[src/hdl/blsk_pkg.sv]
`timescale 1ns / 1ps
// ----------------------------------------------------------------------------
// blsk_pkg
// Shared types and codes of the bounded LIFO stack core.
// ----------------------------------------------------------------------------
package blsk_pkg;

    // Command codes
    localparam logic [1:0] CMD_PUSH    = 2'd0;
    localparam logic [1:0] CMD_POP     = 2'd1;
    localparam logic [1:0] CMD_PEEK    = 2'd2;
    localparam logic [1:0] CMD_DISPLAY = 2'd3;

    // Result status codes
    localparam logic [1:0] ST_OK       = 2'd0;
    localparam logic [1:0] ST_OVERFLOW = 2'd1;
    localparam logic [1:0] ST_EMPTY    = 2'd2;

    // Register map
    localparam int         PADDR_W         = 3;
    localparam logic       REG_MAX_ENTRIES = 1'b0;
    localparam logic [6:0] MAX_ENTRIES_RST = 7'd64;

    // Longest display run, and with it the largest usable capacity
    localparam int RUN_LIMIT = 64;
    localparam int ADDR_W    = 6;

    localparam logic signed [31:0] EMPTY_WORD = -32'sd1;
    localparam logic signed [31:0] ZERO_WORD  = 32'sd0;

    // What the back end does with one queued operation
    typedef enum logic [1:0] {
        K_DIRECT,   // result fully formed by the front end
        K_WRITE,    // store word, report it
        K_READ      // report the stored word at addr
    } t_kind;

    typedef struct packed {
        t_kind                    kind;
        logic [ADDR_W-1:0]        addr;
        logic signed [31:0]       word;
        logic [1:0]               status;
        logic [6:0]               occ;
        logic                     last;
    } t_op;

endpackage

[src/hdl/blsk_cmd_if.sv]
`timescale 1ns / 1ps
// ----------------------------------------------------------------------------
// blsk_cmd_if
// Command channel: valid/ready with command code and push word.
// ----------------------------------------------------------------------------
interface blsk_cmd_if;
    logic               valid;
    logic               ready;
    logic [1:0]         command;
    logic signed [31:0] push_value;

    modport source (output valid, output command, output push_value, input ready);
    modport sink   (input valid, input command, input push_value, output ready);
endinterface

[src/hdl/blsk_rsp_if.sv]
`timescale 1ns / 1ps
// ----------------------------------------------------------------------------
// blsk_rsp_if
// Result channel: valid/ready with word, status, occupancy and last flag.
// ----------------------------------------------------------------------------
interface blsk_rsp_if;
    logic               valid;
    logic               ready;
    logic signed [31:0] value;
    logic [1:0]         status;
    logic [6:0]         occupancy;
    logic               last;

    modport source (output valid, output value, output status, output occupancy,
                    output last, input ready);
    modport sink   (input valid, input value, input status, input occupancy,
                    input last, output ready);
endinterface

[src/hdl/blsk_front.sv]
`timescale 1ns / 1ps
// ----------------------------------------------------------------------------
// blsk_front
// Accept commands, track occupancy and turn each command into queued
// operations; sequence display runs one entry per cycle, queue allowing.
// ----------------------------------------------------------------------------
module blsk_front #(
    parameter int DEPTH = 64
) (
    input  logic              i_clk,
    input  logic              i_rst_n,
    blsk_cmd_if.sink          i_cmd,
    input  logic [6:0]        i_max_entries,
    input  logic              i_q_full,
    output logic              o_op_valid,
    output blsk_pkg::t_op     o_op
);

    localparam int BOUND = (DEPTH < blsk_pkg::RUN_LIMIT) ? DEPTH : blsk_pkg::RUN_LIMIT;
    localparam int CW    = $clog2(BOUND + 1);
    localparam int AW    = $clog2(BOUND);
    localparam int OAW   = blsk_pkg::ADDR_W;

    typedef enum logic {
        S_ACCEPT,
        S_RUN
    } t_state;

    t_state          r_state, n_state;
    logic [CW-1:0]   r_count, n_count;
    logic [AW-1:0]   r_idx,   n_idx;

    logic [6:0]      cap;
    logic [6:0]      count7;
    logic [CW-1:0]   count_m1;
    logic            full;
    logic            empty;
    logic            accept;

    always_comb begin
        // Saturate capacity to 1 .. BOUND
        if (i_max_entries == 7'd0) begin
            cap = 7'd1;
        end else if (i_max_entries > 7'(BOUND)) begin
            cap = 7'(BOUND);
        end else begin
            cap = i_max_entries;
        end
        count7   = 7'(r_count);
        count_m1 = r_count - CW'(1);
        full     = (count7 >= cap);
        empty    = (r_count == '0);

        i_cmd.ready = (r_state == S_ACCEPT) && !i_q_full;
        accept      = i_cmd.valid && i_cmd.ready;

        n_state    = r_state;
        n_count    = r_count;
        n_idx      = r_idx;
        o_op_valid = 1'b0;
        o_op.kind   = blsk_pkg::K_DIRECT;
        o_op.addr   = '0;
        o_op.word   = i_cmd.push_value;
        o_op.status = blsk_pkg::ST_OK;
        o_op.occ    = count7;
        o_op.last   = 1'b1;

        case (r_state)
            S_ACCEPT: begin
                if (accept) begin
                    o_op_valid = 1'b1;
                    case (i_cmd.command)
                        blsk_pkg::CMD_PUSH: begin
                            if (full) begin
                                o_op.status = blsk_pkg::ST_OVERFLOW;
                            end else begin
                                o_op.kind = blsk_pkg::K_WRITE;
                                o_op.addr = OAW'(r_count);
                                o_op.occ  = 7'(r_count + CW'(1));
                                n_count   = r_count + CW'(1);
                            end
                        end
                        blsk_pkg::CMD_POP: begin
                            if (empty) begin
                                o_op.word   = blsk_pkg::EMPTY_WORD;
                                o_op.status = blsk_pkg::ST_EMPTY;
                                o_op.occ    = 7'd0;
                            end else begin
                                o_op.kind = blsk_pkg::K_READ;
                                o_op.addr = OAW'(count_m1);
                                o_op.occ  = 7'(count_m1);
                                n_count   = count_m1;
                            end
                        end
                        blsk_pkg::CMD_PEEK: begin
                            if (empty) begin
                                o_op.word   = blsk_pkg::EMPTY_WORD;
                                o_op.status = blsk_pkg::ST_EMPTY;
                                o_op.occ    = 7'd0;
                            end else begin
                                o_op.kind = blsk_pkg::K_READ;
                                o_op.addr = OAW'(count_m1);
                            end
                        end
                        default: begin
                            if (empty) begin
                                o_op.word   = blsk_pkg::ZERO_WORD;
                                o_op.status = blsk_pkg::ST_EMPTY;
                                o_op.occ    = 7'd0;
                            end else begin
                                // First entry of the run goes out now
                                o_op.kind = blsk_pkg::K_READ;
                                o_op.addr = OAW'(count_m1);
                                o_op.last = (r_count == CW'(1));
                                if (r_count != CW'(1)) begin
                                    n_state = S_RUN;
                                    n_idx   = AW'(r_count - CW'(2));
                                end
                            end
                        end
                    endcase
                end
            end
            S_RUN: begin
                if (!i_q_full) begin
                    o_op_valid = 1'b1;
                    o_op.kind  = blsk_pkg::K_READ;
                    o_op.addr  = OAW'(r_idx);
                    o_op.last  = (r_idx == '0);
                    if (r_idx == '0) begin
                        n_state = S_ACCEPT;
                    end else begin
                        n_idx = r_idx - AW'(1);
                    end
                end
            end
            default: begin
                n_state = S_ACCEPT;
            end
        endcase
    end

    always_ff @(posedge i_clk) begin
        if (!i_rst_n) begin
            r_state <= S_ACCEPT;
            r_count <= '0;
            r_idx   <= '0;
        end else begin
            r_state <= n_state;
            r_count <= n_count;
            r_idx   <= n_idx;
        end
    end

endmodule

[src/hdl/blsk_queue.sv]
`timescale 1ns / 1ps
// ----------------------------------------------------------------------------
// blsk_queue
// Two-entry operation queue between the front and back ends.
// ----------------------------------------------------------------------------
module blsk_queue (
    input  logic              i_clk,
    input  logic              i_rst_n,
    input  logic              i_push,
    input  blsk_pkg::t_op     i_op,
    output logic              o_full,
    input  logic              i_pop,
    output logic              o_valid,
    output blsk_pkg::t_op     o_op
);

    blsk_pkg::t_op r_slot [2];
    logic          r_wp, r_rp;
    logic [1:0]    r_fill;

    assign o_full  = (r_fill == 2'd2);
    assign o_valid = (r_fill != 2'd0);
    assign o_op    = r_slot[r_rp];

    always_ff @(posedge i_clk) begin
        if (i_push) begin
            r_slot[r_wp] <= i_op;
        end
    end

    always_ff @(posedge i_clk) begin
        if (!i_rst_n) begin
            r_wp   <= 1'b0;
            r_rp   <= 1'b0;
            r_fill <= 2'd0;
        end else begin
            if (i_push) begin
                r_wp <= ~r_wp;
            end
            if (i_pop) begin
                r_rp <= ~r_rp;
            end
            case ({i_push, i_pop})
                2'b10:   r_fill <= r_fill + 2'd1;
                2'b01:   r_fill <= r_fill - 2'd1;
                default: r_fill <= r_fill;
            endcase
        end
    end

endmodule

[src/hdl/blsk_back.sv]
`timescale 1ns / 1ps
// ----------------------------------------------------------------------------
// blsk_back
// Carry out queued operations on the entry memory and hold each result
// in the output register until it is taken.
// ----------------------------------------------------------------------------
module blsk_back #(
    parameter int DEPTH = 64
) (
    input  logic              i_clk,
    input  logic              i_rst_n,
    input  logic              i_q_valid,
    input  blsk_pkg::t_op     i_op,
    output logic              o_q_pop,
    blsk_rsp_if.source        o_rsp
);

    localparam int BOUND = (DEPTH < blsk_pkg::RUN_LIMIT) ? DEPTH : blsk_pkg::RUN_LIMIT;
    localparam int AW    = $clog2(BOUND);

    logic signed [31:0] r_mem [BOUND];
    logic signed [31:0] r_rdata;
    blsk_pkg::t_op      r_op;
    logic               r_valid;
    logic               adv;

    assign adv     = !r_valid || o_rsp.ready;
    assign o_q_pop = i_q_valid && adv;

    // Entry memory: one write and one registered read per cycle, on a pop
    always_ff @(posedge i_clk) begin
        if (o_q_pop && (i_op.kind == blsk_pkg::K_WRITE)) begin
            r_mem[i_op.addr[AW-1:0]] <= i_op.word;
        end
        if (o_q_pop) begin
            r_rdata <= r_mem[i_op.addr[AW-1:0]];
            r_op    <= i_op;
        end
    end

    always_ff @(posedge i_clk) begin
        if (!i_rst_n) begin
            r_valid <= 1'b0;
        end else if (adv) begin
            r_valid <= i_q_valid;
        end
    end

    assign o_rsp.valid     = r_valid;
    assign o_rsp.value     = (r_op.kind == blsk_pkg::K_READ) ? r_rdata : r_op.word;
    assign o_rsp.status    = r_op.status;
    assign o_rsp.occupancy = r_op.occ;
    assign o_rsp.last      = r_op.last;

endmodule

[src/hdl/bounded_lifo_stack_core.sv]
`timescale 1ns / 1ps
// ----------------------------------------------------------------------------
// bounded_lifo_stack_core
// Bounded LIFO stack of signed 32-bit words with push, pop, peek and
// display commands and an APB-style capacity register.
// ----------------------------------------------------------------------------
//
//  channel   direction  handshake           payload
//  i_cmd     in         valid/ready         command, push_value
//  o_rsp     out        valid/ready         value, status, occupancy, last
//  apb       in/out     psel/penable/pready max_entries at byte address 0
//
//  Push, pop and peek: one command per cycle while the queue has room; each
//  result passes the queue, then the memory read into the output register.
//  Display: one result per stored entry (a single one on an empty stack),
//  read in turn via the entry memory's one read port; commands wait meanwhile.
//  Reset (synchronous, active low): stack empty, max_entries = 64. Entries
//  are not cleared; only entries below the occupancy are ever read.
//  A stalled result holds in the output register; the queue keeps taking
//  commands until both of its slots are occupied.
// ----------------------------------------------------------------------------
module bounded_lifo_stack_core #(
    parameter int DEPTH = 64
) (
    input  logic                          i_clk,
    input  logic                          i_rst_n,
    blsk_cmd_if.sink                      i_cmd,
    blsk_rsp_if.source                    o_rsp,
    input  logic                          psel,
    input  logic                          penable,
    input  logic                          pwrite,
    input  logic [blsk_pkg::PADDR_W-1:0]  paddr,
    input  logic [31:0]                   pwdata,
    output logic [31:0]                   prdata,
    output logic                          pready
);

    // Capacity register
    logic [6:0]    r_max_entries;
    logic          reg_hit;

    // Front to queue, queue to back
    logic          f_op_valid;
    blsk_pkg::t_op f_op;
    logic          q_full;
    logic          q_valid;
    blsk_pkg::t_op q_op;
    logic          q_pop;

    assign pready  = 1'b1;
    assign reg_hit = (paddr[2] == blsk_pkg::REG_MAX_ENTRIES);
    assign prdata  = reg_hit ? {25'd0, r_max_entries} : 32'd0;

    // Write on the access phase; addresses beyond the register are dropped
    always_ff @(posedge i_clk) begin
        if (!i_rst_n) begin
            r_max_entries <= blsk_pkg::MAX_ENTRIES_RST;
        end else if (psel && penable && pwrite && pready && reg_hit) begin
            r_max_entries <= pwdata[6:0];
        end
    end

    // Front end: classify commands, own the occupancy, sequence displays
    blsk_front #(
        .DEPTH (DEPTH)
    ) u_front (
        .i_clk         (i_clk),
        .i_rst_n       (i_rst_n),
        .i_cmd         (i_cmd),
        .i_max_entries (r_max_entries),
        .i_q_full      (q_full),
        .o_op_valid    (f_op_valid),
        .o_op          (f_op)
    );

    // Decoupling queue
    blsk_queue u_queue (
        .i_clk   (i_clk),
        .i_rst_n (i_rst_n),
        .i_push  (f_op_valid),
        .i_op    (f_op),
        .o_full  (q_full),
        .i_pop   (q_pop),
        .o_valid (q_valid),
        .o_op    (q_op)
    );

    // Back end: entry memory and output register
    blsk_back #(
        .DEPTH (DEPTH)
    ) u_back (
        .i_clk     (i_clk),
        .i_rst_n   (i_rst_n),
        .i_q_valid (q_valid),
        .i_op      (q_op),
        .o_q_pop   (q_pop),
        .o_rsp     (o_rsp)
    );

endmodule

[src/flat_wrapper.sv]
// flat-port wrapper written by rule: the top's interface ports become plain ports
module bounded_lifo_stack_core_flat 
#(
    parameter int DEPTH = 64
)
  (i_clk, i_rst_n, psel, penable, pwrite, paddr, pwdata, prdata, pready, i_cmd_valid, i_cmd_command, i_cmd_push_value, i_cmd_ready, o_rsp_valid, o_rsp_value, o_rsp_status, o_rsp_occupancy, o_rsp_last, o_rsp_ready);
  blsk_cmd_if i_cmd_i ();
  blsk_rsp_if o_rsp_i ();
  input  logic i_clk;
  input  logic i_rst_n;
  input  logic psel;
  input  logic penable;
  input  logic pwrite;
  input  logic [blsk_pkg::PADDR_W-1:0] paddr;
  input  logic [31:0] pwdata;
  output logic [31:0] prdata;
  output logic pready;
  input wire logic [$bits(i_cmd_i.valid)-1:0] i_cmd_valid;
  input wire logic [$bits(i_cmd_i.command)-1:0] i_cmd_command;
  input wire logic [$bits(i_cmd_i.push_value)-1:0] i_cmd_push_value;
  output wire logic [$bits(i_cmd_i.ready)-1:0] i_cmd_ready;
  output wire logic [$bits(o_rsp_i.valid)-1:0] o_rsp_valid;
  output wire logic [$bits(o_rsp_i.value)-1:0] o_rsp_value;
  output wire logic [$bits(o_rsp_i.status)-1:0] o_rsp_status;
  output wire logic [$bits(o_rsp_i.occupancy)-1:0] o_rsp_occupancy;
  output wire logic [$bits(o_rsp_i.last)-1:0] o_rsp_last;
  input wire logic [$bits(o_rsp_i.ready)-1:0] o_rsp_ready;
  assign i_cmd_i.valid = i_cmd_valid;
  assign i_cmd_i.command = i_cmd_command;
  assign i_cmd_i.push_value = i_cmd_push_value;
  assign i_cmd_ready = i_cmd_i.ready;
  assign o_rsp_valid = o_rsp_i.valid;
  assign o_rsp_value = o_rsp_i.value;
  assign o_rsp_status = o_rsp_i.status;
  assign o_rsp_occupancy = o_rsp_i.occupancy;
  assign o_rsp_last = o_rsp_i.last;
  assign o_rsp_i.ready = o_rsp_ready;
  bounded_lifo_stack_core #(.DEPTH(DEPTH)) u_core (.i_clk(i_clk), .i_rst_n(i_rst_n), .i_cmd(i_cmd_i), .o_rsp(o_rsp_i), .psel(psel), .penable(penable), .pwrite(pwrite), .paddr(paddr), .pwdata(pwdata), .prdata(prdata), .pready(pready));
endmodule
[config.mk]
export PLATFORM = sky130hd
export DESIGN_NAME = bounded_lifo_stack_core_flat
export DESIGN_NICKNAME = d
export VERILOG_FILES = /design/src/hdl/blsk_pkg.sv /design/src/hdl/blsk_cmd_if.sv /design/src/hdl/blsk_rsp_if.sv /design/src/hdl/blsk_front.sv /design/src/hdl/blsk_queue.sv /design/src/hdl/blsk_back.sv /design/src/hdl/bounded_lifo_stack_core.sv /design/src/flat_wrapper.sv
export SDC_FILE = /design/constraint.sdc
export NUM_CORES = 2
export LEC_CHECK = 0
export ABC_AREA = 1
export BUFFER_PORTS_ARGS = -buffer_cell sky130_fd_sc_hd__buf_2
export CAP_MARGIN = 20
export CORE_MARGIN = 3
export CORE_UTILIZATION = 38
export CTS_CLUSTER_DIAMETER = 40
export DETAILED_ROUTE_END_ITERATION = 6
export GPL_ROUTABILITY_DRIVEN = 0
export PLACE_DENSITY = 0.66
export SYNTH_ARGS = -nofsm -noshare
export SYNTH_HDL_FRONTEND = slang
export SYNTH_SLANG_ARGS = --single-unit
export TNS_END_PERCENT = 10
[constraint.sdc]
create_clock -name i_clk -period 8.56 [get_ports i_clk]
set_input_delay 0 -clock i_clk [delete_from_list [all_inputs] [get_ports i_clk]]
set_output_delay 0 -clock i_clk [all_outputs]
set_load 0.01 [all_outputs]
==> results_dict.tcl <==
set metrics [dict create \
    status "finished with violations" \
    violations "design-rule violations" \
    critPathCapture "u_core.u_back.r_rdata[28]" \
    numCtsBuffers 302 \
    tns_ns 0 \
    route.detailed.drc 11 \
    detail_route.wl_per_cell_um 21.1 \
    drive_above_1_share 0.0916 \
    p_leak_uw 0.0452 \
    fin_worst_skew_ns 0.0647 \
    nNetsFinal 9531 \
    syn_inst 9301 \
    rows 183 \
    port_buffers 99 \
    rsz0062_at_grt "no" \
    cts_resized 0 \
    hold_class "input pin to register" \
    finalCritPeriodShare 0.622 \
    grt_max_degree 208 \
    cts_tree "yes" \
    max_freq_mhz 188 \
    setup-violations-final 0 \
    ys_ff_latch 2251 \
    period_needed_ns 5.32 \
    viasPerCell 5.15 \
    tightest_slew_ns 1.17 \
    slew_headroom 0.216 \
    drt-initial-drc-count 7911 \
    rr_worst_depth 14 \
    worstSetupPathType "register to register" \
    routed_wl_um 274000 \
    drv_slew 0 \
    die_w_um 508 \
    ant_nets 0 \
    clkSlewWorstSetupHoldPaths_ns 0.06 \
    cts_buffer_depth 4 \
    reg2reg_to "u_core.u_back.r_rdata[28]" \
    grt_antenna_before_repair 17 \
    cp_slowest_cell "buf_4" \
    hold_violations 0 \
    post_cts_buffers 0 \
    power_density_nw_per_um2 377 \
    clkSinkCount 2251 \
    syn2layout_area_growth_pct 15.9 \
    crit_path_start_kind "register" \
    clock_latency_ns 0.92 \
    max_stage_delay_ns 0.90 \
    crit_path_frequent_cell "nand2_1" \
    rrSetupSlack_ns 3.24 \
    timing.final.ws_setup_ns 3.24 \
    cp-end-kind "register" \
    drtPass1Iterations 7 \
    maxCapViolCount 0 \
    track_usage 0.208 \
    critical_path_required_ns 9.34 \
    syn_area_um2 95600 \
    ys_types 38 \
    arrival_ns 6.10 \
    grt_overflow_total 0 \
    yosysSeqAreaShare 0.704 \
    critPathMaxFanout 66 \
    die_h_um 508 \
    cts_hold_buf 85 \
    dp_hpwl_um 139000 \
    peakVddDrop_mv 0.370 \
    io_pins 153 \
    h-tree-depth 5 \
    coreArea_um2 249000 \
    vias 66900 \
    cts_root_buf "clkbuf_16" \
    avgSynthCellArea_um2 10.3 \
    pre_cts_ws_ns 3.25 \
    dieArea_um2 258000 \
    yosys_warnings 0 \
    crit_chain "buf_4 -> nand2_1 -> nand2_4 -> buf_4 -> buf_4 -> buf_4 -> nand2_1 -> nand2_1 -> nand2_1 -> nand2_1 -> nand2_1 -> nand2_1 -> nor2_1 -> nand2_1" \
    start_util 0.383 \
    grt_pass1_wl_um 405000 \
    grt_pass1_vias 64200 \
]
-- per-layer routing --
metal  part of all wire  global-route usage
met1               0.39               0.272
met2               0.45               0.327
met3              0.099              0.0391
met4              0.057               0.114
met5                  0                   0
-- report_power, final --
group / total [uW] / switching, uW / internal [uW]
Clock: 12200 / 4720 / 7440
Sequential: 14500 / 141 / 14400
Combinational: 15100 / 11800 / 3300
Total: 41800 / 16600 / 25100
-- worst min path at each step --
stage / startpoint / to / slack, ns / cells past startpoint
2_1_floorplan: pwdata[6] / u_core.r_max_entries[6] / 0.13 / 2
3_3_place_gp: pwdata[6] / u_core.r_max_entries[6] / 0.22 / 3
3_5_place_dp: pwdata[6] / u_core.r_max_entries[6] / 0.24 / 3
4_1_cts: i_cmd_push_value[18] / u_core.u_queue.r_slot[0][28] / 0.003 / 4
5_1_grt: i_cmd_push_value[18] / u_core.u_queue.r_slot[0][28] / 0.06 / 4
6_report: i_cmd_push_value[18] / u_core.u_queue.r_slot[0][28] / 0.07 / 4
-- state kept, by name, indices dropped and copies added (netlist names), named ones only --
name and count:
u_core.u_front.r_idx 6, u_core.u_back.r_rdata 32, u_core.r_max_entries 7, u_core.u_front.count7 7, u_core.u_front.r_state 1, u_core.u_back.o_rsp.status 2, u_core.u_back.r_op 34, u_core.u_back.o_rsp.valid 1
u_core.u_back.o_rsp.last 1, u_core.u_queue.r_fill 2, u_core.u_queue.r_slot 100, u_core.u_queue.r_rp 1, u_core.u_back.r_mem 2048, u_core.u_back.o_rsp.occupancy 7, u_core.u_queue.r_wp 1
-- worst max-delay path, delay by kind of cell, from the launching register on --
family        cells  cell delay, ns
flops             1            0.35
buf+inv           4            2.96
simple gates     10            1.75
-- cell usage after synthesis --
library cell	n	area share
o21ai_1	2	0.00010
ha_1	18	0.0024
xor2_1	8	0.00073
inv_1	45	0.0018
clkbuf_1	261	0.010
xnor2_1	1	0.000092
o21ai_2	1	0.000092
nand2_2	3	0.00020
nand3_1	428	0.022
nor3_1	4	0.00021
mux2_2	32	0.0038
a21boi_0	1	0.000079
conb_1	2	0.000079
a22o_1	1	0.000092
o21ai_0	48	0.0025
a21oi_1	39	0.0020
inv_4	4	0.00026
dfxtp_1	27	0.0057
o211ai_1	2	0.00016
buf_6	9	0.0011
inv_2	12	0.00047
a21oi_2	1	0.000092
buf_2	182	0.0095
buf_4	40	0.0031
nand2b_1	1	0.000065
o221ai_1	5	0.00046
or2_2	1	0.000065
nor2_1	240	0.0094
nand2_1	5583	0.22
edfxtp_1	2224	0.70
nand4_1	10	0.00065
nor3_2	5	0.00052
buf_1	42	0.0016
or2_1	5	0.00033
nor4_1	2	0.00013
and3_1	3	0.00020
nor3_4	6	0.0010
o21ai_4	3	0.00051
-- layout by cell type, fill, tap and decap left out, types with 5 or more instances in the layout --
master and instances:
nand2_1 5547, edfxtp_1 2224, nand3_1 428, clkbuf_16 310, nor2_1 178, buf_4 127, buf_2 99, dlygate4sd3_1 85
nor2_4 62, o21ai_0 48, inv_1 45, clkbuf_1 42, a21oi_1 38, clkinv_2 37, nand2_2 33, mux2_2 32
inv_6 27, conb_1 26, bufinv_16 26, dfxtp_1 26, clkinvlp_4 25, clkinv_1 22, buf_12 20, ha_1 18
clkinv_4 17, inv_8 11, inv_2 10, nand4_1 10, buf_16 10, nor3_4 9, xor2_1 8, or2_1 5
o221ai_1 5
-- stage by stage --
stage                     utilization  power [uW]  instance area [um^2]  cells  hold slack, ns
after floorplan                     -       24000                 95700   9325           0.130
after global placement          0.400       29400                 99700  12400           0.223
after detailed placement        0.402       29600                100000  12400           0.242
after CTS                       0.444       41700                111000  13000         0.00342
after global routing            0.444       43900                111000  13000          0.0610
final                           0.444       41800                111000  13000          0.0656
-- kinds of logic (layout without fill, tap and decap cells) --
kind of cell / count (synthesis) / after routing / share of synthesized area
fa+ha+maj: 18 / 18 / 0.00236
compound gates: 103 / 103 / 0.00614
xor+xnor: 9 / 9 / 0.000825
simple gates: 6291 / 6291 / 0.254
other cells: 2 / 29 / 0.0000786
flops: 2251 / 2251 / 0.704
mux: 32 / 32 / 0.00377
buf+inv: 595 / 921 / 0.0281
-- final cells by class --
cell class	count	area, um^2
multi-input combinational	6479	26300
tap	3330	4170
sequential	2251	67300
clock buffer	352	7900
clock inverter	166	1770
fill	22300	139000
antenna	3	7.51
timing repair buffer	342	3000
inverter	61	254
(Power assumes the default switching activity.)
